$ cat config.mk
export PLATFORM = sky130hd
export DESIGN_NAME = lsw_cell
export DESIGN_NICKNAME = d
export VERILOG_FILES = /design/src/rtl/lsw_pkg.sv /design/src/rtl/lsw_cell.sv
export SDC_FILE = /design/constraint.sdc
export NUM_CORES = 1
export LEC_CHECK = 0
export BUFFER_PORTS_ARGS = -buffer_cell sky130_fd_sc_hd__buf_2
export CAP_MARGIN = 5
export CORE_MARGIN = 2
export CORE_UTILIZATION = 40
export CTS_CLUSTER_DIAMETER = 80
export DETAILED_ROUTE_END_ITERATION = 10
export PLACE_DENSITY = 0.72
export SETUP_SLACK_MARGIN = 0.15
export SLEW_MARGIN = 10
export SYNTH_ARGS = -nofsm -noshare
export SYNTH_HDL_FRONTEND = slang
export SYNTH_SLANG_ARGS = --single-unit
$ cat constraint.sdc
create_clock -name clk -period 3.4 [get_ports clk]
set_input_delay 0.17 -clock clk [delete_from_list [all_inputs] [get_ports clk]]
set_output_delay 0.17 -clock clk [all_outputs]
set_load 0.005 [all_outputs]
$ cat src/rtl/lsw_pkg.sv
// ----------------------------------------------------------------------------
// lsw_pkg: shared definitions for the sliding window reduction
// Sizes, reduction codes, register indexes and the combine functions used by
// the sample cells and the reduction tree.
// ----------------------------------------------------------------------------
package lsw_pkg;

  localparam int REACH       = 32;
  localparam int SAMPLE_W    = 16;
  localparam int STORE_DEPTH = 2 * REACH + 1;
  localparam int POS_W       = $clog2(STORE_DEPTH + 1);
  localparam int OFF_W       = $clog2(3 * REACH + 1) + 1;
  localparam int LEVELS      = $clog2(STORE_DEPTH);
  localparam int ACC_W       = SAMPLE_W + LEVELS;
  localparam int RESULT_W    = 23;
  localparam int CFG_W       = 7;
  localparam int CFG_IDX_W   = 2;
  localparam int MODE_W      = 2;

  localparam logic [CFG_IDX_W-1:0] CFG_OP_MODE   = CFG_IDX_W'(0);
  localparam logic [CFG_IDX_W-1:0] CFG_WIN_START = CFG_IDX_W'(1);
  localparam logic [CFG_IDX_W-1:0] CFG_WIN_END   = CFG_IDX_W'(2);

  typedef enum logic [MODE_W-1:0] {
    MODE_SUM = 2'd0,
    MODE_MAX = 2'd1,
    MODE_MIN = 2'd2
  } mode_t;

  // Largest and smallest sample, widened to the accumulator.
  localparam logic signed [ACC_W-1:0] ACC_SMAX =
    ACC_W'((64'sd1 <<< (SAMPLE_W - 1)) - 64'sd1);
  localparam logic signed [ACC_W-1:0] ACC_SMIN = ~ACC_SMAX;

  // Window bounds in store offsets, plus the reduction, broadcast to the cells.
  typedef struct packed {
    logic signed [OFF_W-1:0] lo;
    logic signed [OFF_W-1:0] hi;
    logic [MODE_W-1:0]       mode;
  } win_t;

  // Control that travels with one result through the tree.
  typedef struct packed {
    logic              vld;
    logic              last;
    logic [MODE_W-1:0] mode;
  } tag_t;

  function automatic logic signed [ACC_W-1:0] neutral(logic [MODE_W-1:0] mode);
    logic signed [ACC_W-1:0] val;
    case (mode)
      MODE_MAX: val = ACC_SMIN;
      MODE_MIN: val = ACC_SMAX;
      default:  val = '0;
    endcase
    return val;
  endfunction

  function automatic logic signed [ACC_W-1:0] combine(logic [MODE_W-1:0] mode,
                                                      logic signed [ACC_W-1:0] a,
                                                      logic signed [ACC_W-1:0] b);
    logic signed [ACC_W-1:0] val;
    case (mode)
      MODE_MAX: val = (a > b) ? a : b;
      MODE_MIN: val = (a < b) ? a : b;
      default:  val = a + b;
    endcase
    return val;
  endfunction

  // Node count of tree level l (level 0 being the leaves).
  function automatic int lvl_size(int l);
    return (STORE_DEPTH + (1 << l) - 1) >> l;
  endfunction

  // Position of the first node of level lv in the flat node store.
  function automatic int lvl_base(int lv);
    int acc;
    acc = 0;
    for (int l = 1; l < lv; l++) begin
      acc += lvl_size(l);
    end
    return acc;
  endfunction

endpackage

$ cat src/rtl/lsw_cell.sv
// ----------------------------------------------------------------------------
// lsw_cell: one sample cell of the window store
// Holds one sample, passes it to the next cell on every accepted beat, and
// registers its masked contribution to the reduction tree.
// ----------------------------------------------------------------------------
module lsw_cell (
  input  logic                                clk,
  input  logic                                shift_en,
  input  logic signed [lsw_pkg::SAMPLE_W-1:0] sample_in,
  output logic signed [lsw_pkg::SAMPLE_W-1:0] sample_out,
  input  logic [lsw_pkg::POS_W-1:0]           cell_idx,
  input  logic                                load_en,
  input  lsw_pkg::win_t                       win,
  output logic signed [lsw_pkg::ACC_W-1:0]    leaf_out
);
  import lsw_pkg::*;

  logic signed [SAMPLE_W-1:0] sample_r;
  logic signed [ACC_W-1:0]    leaf_r;
  logic signed [ACC_W-1:0]    leaf_nxt;
  logic signed [OFF_W-1:0]    idx_s;
  logic                       hit;

  assign idx_s = OFF_W'(cell_idx);
  assign hit   = (idx_s >= win.lo) && (idx_s <= win.hi);

  always_comb begin
    leaf_nxt = hit ? ACC_W'(sample_r) : neutral(win.mode);
  end

  always_ff @(posedge clk) begin
    if (shift_en) begin
      sample_r <= sample_in;
    end
    if (load_en) begin
      leaf_r <= leaf_nxt;
    end
  end

  assign sample_out = sample_r;
  assign leaf_out   = leaf_r;

endmodule

=== Word-level counts from Yosys, hierarchy flattened ===
Index checks and enable logic that the tools add are counted.

* Reductions and logical operators: 1
* $lt $le $gt $ge: 2
* Equality and inequality tests: 2
* Multiplexer cells: 2

{| class="wikitable"
|+ Operators by type and width
! operator !! number
|-
| 23-bit case mux with 2 select lines || 1
|-
| 23-bit 2-to-1 mux || 1
|-
| 8-bit >= comparator || 1
|-
| 8-bit <= comparator || 1
|-
| 2-bit by 1-bit equality test with 1-bit output, second input constant || 1
|-
| 2-bit equality test, second input constant || 1
|-
| 1-bit logical AND || 1
|}

* Flip-flop bits (word level): 39
* Input port bits: 44
* Output and inout port bits: 39

=== Depth between registers and ports, before layout ===
Gate-level depths: netlist of run 1.

* Word-level depth: 3
* Mapped depth: 9

=== Worst setup path before layout of run 1 ===
OpenSTA, ideal clock, no wires.

* Path type: in2reg
* Start point: input win[3] (netlist name)
* End point: register leaf_r[10], in the netlist leaf_out[10], data pin
* Setup time: 0.255 ns
* Slack: 1.496 ns
* Path buffers: 2
* Data arrival time: 1.649 ns
* Required time: 3.145 ns
* Cell stages on the path: 9
* Cells stage by stage: inv_1 ha_1 nor2b_1 o211ai_1 a211o_1 and2_1 clkbuf_1 buf_2 a31o_1

* Cells in the longest elaborated chain, start to end: 3

{| class="wikitable"
|+ RTL lines
! element !! line !! RTL
|-
| start, declared || lsw_cell.sv:13 || <nowiki>input lsw_pkg::win_t win,</nowiki>
|-
| 8-bit <= comparator || lsw_cell.sv:25 || <nowiki>assign hit = (idx_s >= win.lo) && (idx_s <= win.hi);</nowiki>
|-
| 1-bit logical AND || lsw_cell.sv:25 ||
|-
| 23-bit 2-to-1 mux || lsw_cell.sv:28 || <nowiki>leaf_nxt = hit ? ACC_W'(sample_r) : neutral(win.mode);</nowiki>
|-
| via leaf_nxt[10] || lsw_cell.sv:20 || <nowiki>logic signed [ACC_W-1:0] leaf_nxt;</nowiki>
|-
| end signal, assigned || lsw_cell.sv:36 || <nowiki>leaf_r <= leaf_nxt;</nowiki>
|-
| end, declared || lsw_cell.sv:19 || <nowiki>logic signed [ACC_W-1:0] leaf_r;</nowiki>
|}

The timed path passes the listed nets, and every way through them passes these cells.
A chain may end at the register's enable or synchronous reset.

=== Worst setup path in the final report of run 1 ===
* Start point: input cell_idx[0] (netlist name)
* End point: register leaf_r[1], in the netlist leaf_out[1], data pin

* Cells in the longest elaborated chain, start to end: 3
* Elaborated cells on any way between the ends: 4

{| class="wikitable"
|+ RTL lines
! element !! line !! RTL
|-
| start, declared || lsw_cell.sv:11 || <nowiki>input logic [lsw_pkg::POS_W-1:0] cell_idx,</nowiki>
|-
| 8-bit >= comparator or 8-bit <= comparator (tied branches) || lsw_cell.sv:25 ||
|-
| 1-bit logical AND * || lsw_cell.sv:25 ||
|-
| 23-bit 2-to-1 mux * || lsw_cell.sv:28 ||
|-
| via leaf_nxt[1] || lsw_cell.sv:20 ||
|}

Mark *: on every way through the listed nets, which the timed path passes. The rest lies on a longest branch.

==> results.yml, run 1 <==
synth:
  synth.top_cell.area_share_pct: 60.0
  synthFlopType: "edfxtp_1"
  postSynthAreaPerCell_sq_um: 14.7
  synth_common_cells: "32 x edfxtp_1, 16 x a31o_1, 15 x inv_1, 14 x ha_1, 7 x buf_4"
  yosysSeqAreaShare_pct: 60.0
  synth-edff-count: 32
  netlist_area_sq_um: 1600
  async_flop_share_pct: 0
  synth_area_leader_cell: "edfxtp_1"
  synth.net_count: 167
  synth_cell_type_count: 26
  synth.area.top_cells: "edfxtp_1 60%, ha_1 11%, a31o_1 8.8%"
  ys_seq_elements: 32
  yosysMostFrequentCell: "edfxtp_1"
  yosys_warnings: 0
  syn_inst: 109
placed_design:
  post-place-ws_ps: 1100
  dp_hpwl_um: 2600
  place_congestion: 0.768
  port_buffers: 82
drt:
  route.met3.wl_um: 293
  highest_layer: "met4"
  num_vias: 1158
  routed_wl_um: 3160
  drc: 0
  met1_length_um: 1210
  wl_met2_um: 1560
  drtIter0Drc: 16
  first_pass_iters: 4
  viasPerCell: 4.93
  drt-wirelength-per-cell_um: 13.4
  ant_nets: 0
pwr:
  pwr-share-clk_pct: 27.9
  intPower_mw: 0.686
  p_total_mw: 0.893
  p_sw_mw: 0.208
  swShare_pct: 23.2
  seqPwrFrac_pct: 54.6
  combPwrFrac_pct: 17.5
  leakage_nw: 0.961
  powerDensity_nw_per_um2: 432
  vdd_ir_drop_max_v: 0.000302
clocking:
  postCtsSetupRepairBufs: 0
  post_cts_resized: 0
  h-tree-depth: 2
  ctsRootBufferMaster: "clkbuf_8"
  cts_sinks: 32
  clk_pin_slew_ps: 60
  tritoncts: "yes"
  hold_buffers: 0
  cts_made_buffers: 5
  cts.path.max_buffers: 2
  clk_latency_ps: 270
global_route:
  grtUsageTotal_pct: 15.5
  antenna_found_initial: 0
  grt_pass1_wl_um: 5020
  grt_pass1_vias: 1123
  grt_overflow_total: 0
  grt_max_degree: 19
final_layout:
  multiInputGateArea_sq_um: 505
  drive_above_1_share_pct: 48.1
  synthToLayoutAreaGrowth_pct: 29.3
  seq_area_sq_um: 961
  fillers: 339
  antenna_cells: 0
  nNetsFinal: 245
floorplan:
  start_util_pct: 42.7
  die_w_um: 67.3
  die_area_sq_um: 4520
  core_area_sq_um: 3740
  die_h_um: 67.3
  ioPinCount: 83
  row_count: 22
hold_path:
  hold_class: "in -> reg"
critical_path:
  path_buf_inv: 2
  critPathMaxFanout: 18
  path_cells: "buf_2 -> inv_1 -> ha_1 -> or3b_1 -> o2111ai_2 -> a32oi_4 -> a311oi_4 -> a31o_1"
  max_stage_delay_ps: 610
  reg2reg_slack_ps: 2520
  cpLargestDelayFamily: "compound AO/OA/AOI/OAI gates"
  crit_type: "in -> reg"
  crit_path_start_kind: "input port"
  endpoint_kind: "flip-flop"
  worst-endpoint-required_ps: 3530
  crit_path_top_delay_cell: "a311oi_4"
  worstPathArrival_ps: 2170
sta:
  setup_ws_ps: 1360
  rsz0062_at_grt: "false"
  max-slew-margin-rel_pct: 57.8
  setup_viol: 0
  fin_tns_setup_ps: 0
  min_period_ps: 2040
  hold_violations: 0
  clock-skew-final_ps: 3.20
  max_freq_mhz: 490
  fin_crit_sh_pct: 60.0
  tightest_slew_ps: 633
  slew_viol_final: 0
outcome:
  status: "complete, no violations"
job:
  max-cap-violations: 0
-- layout make-up --
| class | count | share of cell area [%] |
|---|---|---|
| inverters | 15 | 2.72 |
| multi-input cells | 51 | 24.4 |
| flip-flops and latches | 32 | 46.4 |
| well taps | 48 | 2.90 |
| repair buffers | 82 | 19.8 |
| clock buffers | 5 | 3.33 |
| clock inverters | 2 | 0.363 |
-- path summary, 6_finish.rpt --
| kind | to | startpoint | cells past startpoint |
|---|---|---|---|
| worst min-delay path | sample_out[14] | sample_in[14] | 1 |
| worst max register to register | leaf_out[14] | sample_out[14] | 1 |
| worst max-delay path | leaf_out[1] | cell_idx[0] | 8 |
| worst min register to register | leaf_out[21] | sample_out[15] | 1 |
-- power groups by stage --
stage	Combinational, mW	Sequential [mW]	Clock, mW
2_1_floorplan	0.0812	0.499	0
5_1_grt	0.176	0.492	0.279
6_report	0.156	0.488	0.249
4_1_cts	0.158	0.488	0.259
3_3_place_gp	0.151	0.496	0
3_5_place_dp	0.156	0.496	0
-- kinds of logic after synthesis --
family          count (synthesis)  share of synthesized area (%)
flops                          32                           60.0
buf+inv                        26                           8.37
simple gates                    8                           3.05
compound gates                 29                           17.6
fa+ha+maj                      14                           10.9
-- layer usage --
| metal | global-route usage (%) | vias up |
|---|---|---|
| met5 | 0 | - |
| met2 | 24.6 | 60 |
| met1 | 18.1 | 522 |
| met3 | 6.00 | 8 |
| li1 | - | 568 |
| met4 | 8.42 | 0 |
-- through the flow --
stage          hold slack (ps)  cell area (sq um)  utilization, %  instances
4_1_cts                   59.1               2070            55.3        235
5_1_grt                   55.9               2070            55.3        235
6_report                  70.9               2070            55.3        235
3_5_place_dp               348               1990            53.2        228
3_3_place_gp               347               1990            53.2        228
2_1_floorplan              269               1600               -        109
-- cells in the final DEF (no fill, tap or decap), types with 2 or more instances in the layout --
| cell type | count |
|---|---|
| clkbuf_8 | 5 |
| edfxtp_1 | 32 |
| clkinv_1 | 2 |
| ha_1 | 14 |
| a31o_1 | 16 |
| a211oi_1 | 3 |
| buf_2 | 82 |
| nor2_1 | 2 |
| inv_1 | 15 |
-- registers in the layout (all words and copies together), names as in the netlist --
signal / cells
leaf_out: 16
sample_out: 16
(Power assumes the default switching activity.)
==> run 2: changes to the inputs <==
Settings changed: PLACE_DENSITY 0.72 to 0.75.
Clock period 3.4 ns to 1.7 ns, I/O delays scaled along.
==> results.yml, run 2 (same netlist as run 1, synthesis figures left out) <==
critical_path:
  crit_path_top_delay_cell: "or3b_1"
  endpoint_kind: "flip-flop"
  worst-endpoint-required_ps: 1840
  reg2reg_from: "sample_out[8]"
  crit_path_start_kind: "input port"
  r2r-end: "leaf_out[8]"
  reg2reg_slack_ps: 810
  worstPathArrival_ps: 1720
  crit_type: "in -> reg"
  critPathMaxFanout: 15
  max_stage_delay_ps: 410
  path_cells: "buf_2 -> ha_1 -> or3b_1 -> o2111ai_2 -> a32oi_4 -> a311oi_4 -> buf_12 -> a31o_1"
  reg2regPathDepth: 1
drt:
  ant_nets: 0
  first_pass_iters: 4
  drc: 0
  drt-wirelength-per-cell_um: 14.7
  drtIter0Drc: 34
  routed_wl_um: 3780
  viasPerCell: 4.97
  num_vias: 1278
sta:
  fin_tns_setup_ps: 0
  slew_viol_final: 0
  fin_crit_sh_pct: 93.2
  min_period_ps: 1580
  hold_violations: 0
  clock-skew-final_ps: 3.72
  tightest_slew_ps: 358
  max-slew-margin-rel_pct: 76.1
  setup_viol: 0
  max_freq_mhz: 631
  setup_ws_ps: 116
  rsz0062_at_grt: "true"
  holdWs_ps: 230
global_route:
  grt_pass1_vias: 1317
  grtUsageTotal_pct: 18.2
  grt_pass1_wl_um: 5950
  grt_overflow_total: 0
  grt_max_degree: 17
  antenna_found_initial: 0
hold_path:
  min_from: "load_en"
  hold_end: "leaf_out[8]"
  min_path_cells: 1
  hold_class: "in -> reg"
floorplan:
  ioPinCount: 83
  row_count: 22
  die_h_um: 67.3
  die_area_sq_um: 4520
  start_util_pct: 42.7
  die_w_um: 67.3
  core_area_sq_um: 3740
pwr:
  vdd_ir_drop_max_v: 0.000443
  p_total_mw: 2.05
  leakage_nw: 1.08
  powerDensity_nw_per_um2: 866
clocking:
  tritoncts: "yes"
  postCtsSetupRepairBufs: 0
  ctsRootBufferMaster: "clkbuf_8"
  cts.path.max_buffers: 2
  clk_latency_ps: 270
  h-tree-depth: 2
  cts_sinks: 32
  cts_made_buffers: 5
  clk_pin_slew_ps: 60
placed_design:
  post-place-ws_ps: -301
  dpl_cell_area_sq_um: 2090
  place_congestion: 0.710
  port_buffers: 82
  dp_hpwl_um: 2840
final_layout:
  multiInputGateArea_sq_um: 553
  final_common_cell: "buf_2"
  drive_above_1_share_pct: 50.2
  nNetsFinal: 266
  final_cell_mix: "81 x buf_2, 32 x edfxtp_1, 16 x a31o_1, 16 x dlygate4sd3_1, 13 x inv_1"
  antenna_cells: 0
  synthToLayoutAreaGrowth_pct: 48.0
  fillers: 305
  seq_area_sq_um: 961
  finalInstanceArea_sq_um: 2370
job:
  max-cap-violations: 0
outcome:
  status: "complete, no violations"
==> run 2: worst max-delay path: cells and delay by family <==
family,cells,cell delay [ps]
simple gates,1,410
buf+inv,2,300
compound gates,4,720
fa+ha+maj,1,210
==> run 2: final cells by class <==
cell class | count | share of cell area, %
sequential | 32 | 40.6
timing repair buffer | 102 | 26.0
multi-input combinational | 52 | 23.3
clock buffer | 6 | 3.06
inverter | 15 | 3.01
tap | 48 | 2.54
clock inverter | 2 | 1.48
==> run 2: what timing repair did <==
action	4_1_cts	5_1_grt
cloned	0	1
endpoints found under the hold margin	16	0
pin swaps	1	0
setup endpoints to repair	16	16
hold buffers	16	0
resized for setup	2	4
==> run 2: power breakdown <==
| part | leakage (nW) | internal [mW] | switching [mW] | total, mW |
|---|---|---|---|---|
| clock | 0.0552 | 0.434 | 0.257 | 0.692 |
| combinational | 0.702 | 0.203 | 0.181 | 0.384 |
| sequential | 0.321 | 0.948 | 0.0264 | 0.974 |
| total | 1.08 | 1.59 | 0.465 | 2.05 |
==> run 2: through the flow <==
step	std cells	utilization (%)
global placement	232	55.7
floorplan	109	-
detailed placement	232	55.7
global route	257	63.3
finish	257	63.3
CTS	256	62.9
==> run 2: worst max path at each step <==
stage | startpoint | to | slack, ps
2_1_floorplan | win[3] | leaf_out[10] | -10
3_3_place_gp | win[3] | leaf_out[3] | -250
3_5_place_dp | win[3] | leaf_out[21] | -300
4_1_cts | cell_idx[1] | leaf_out[5] | 130
5_1_grt | cell_idx[1] | leaf_out[5] | 80
6_report | cell_idx[1] | leaf_out[5] | 120
==> run 2: layer usage <==
metal | share of wire, % | track usage (%) | vias up
met3 | 7.4 | 5.83 | 13
met1 | 37 | 19.3 | 587
met2 | 52 | 32.2 | 66
li1 | - | - | 612
met4 | 3.6 | 9.44 | 0
met5 | 0 | 0 | -
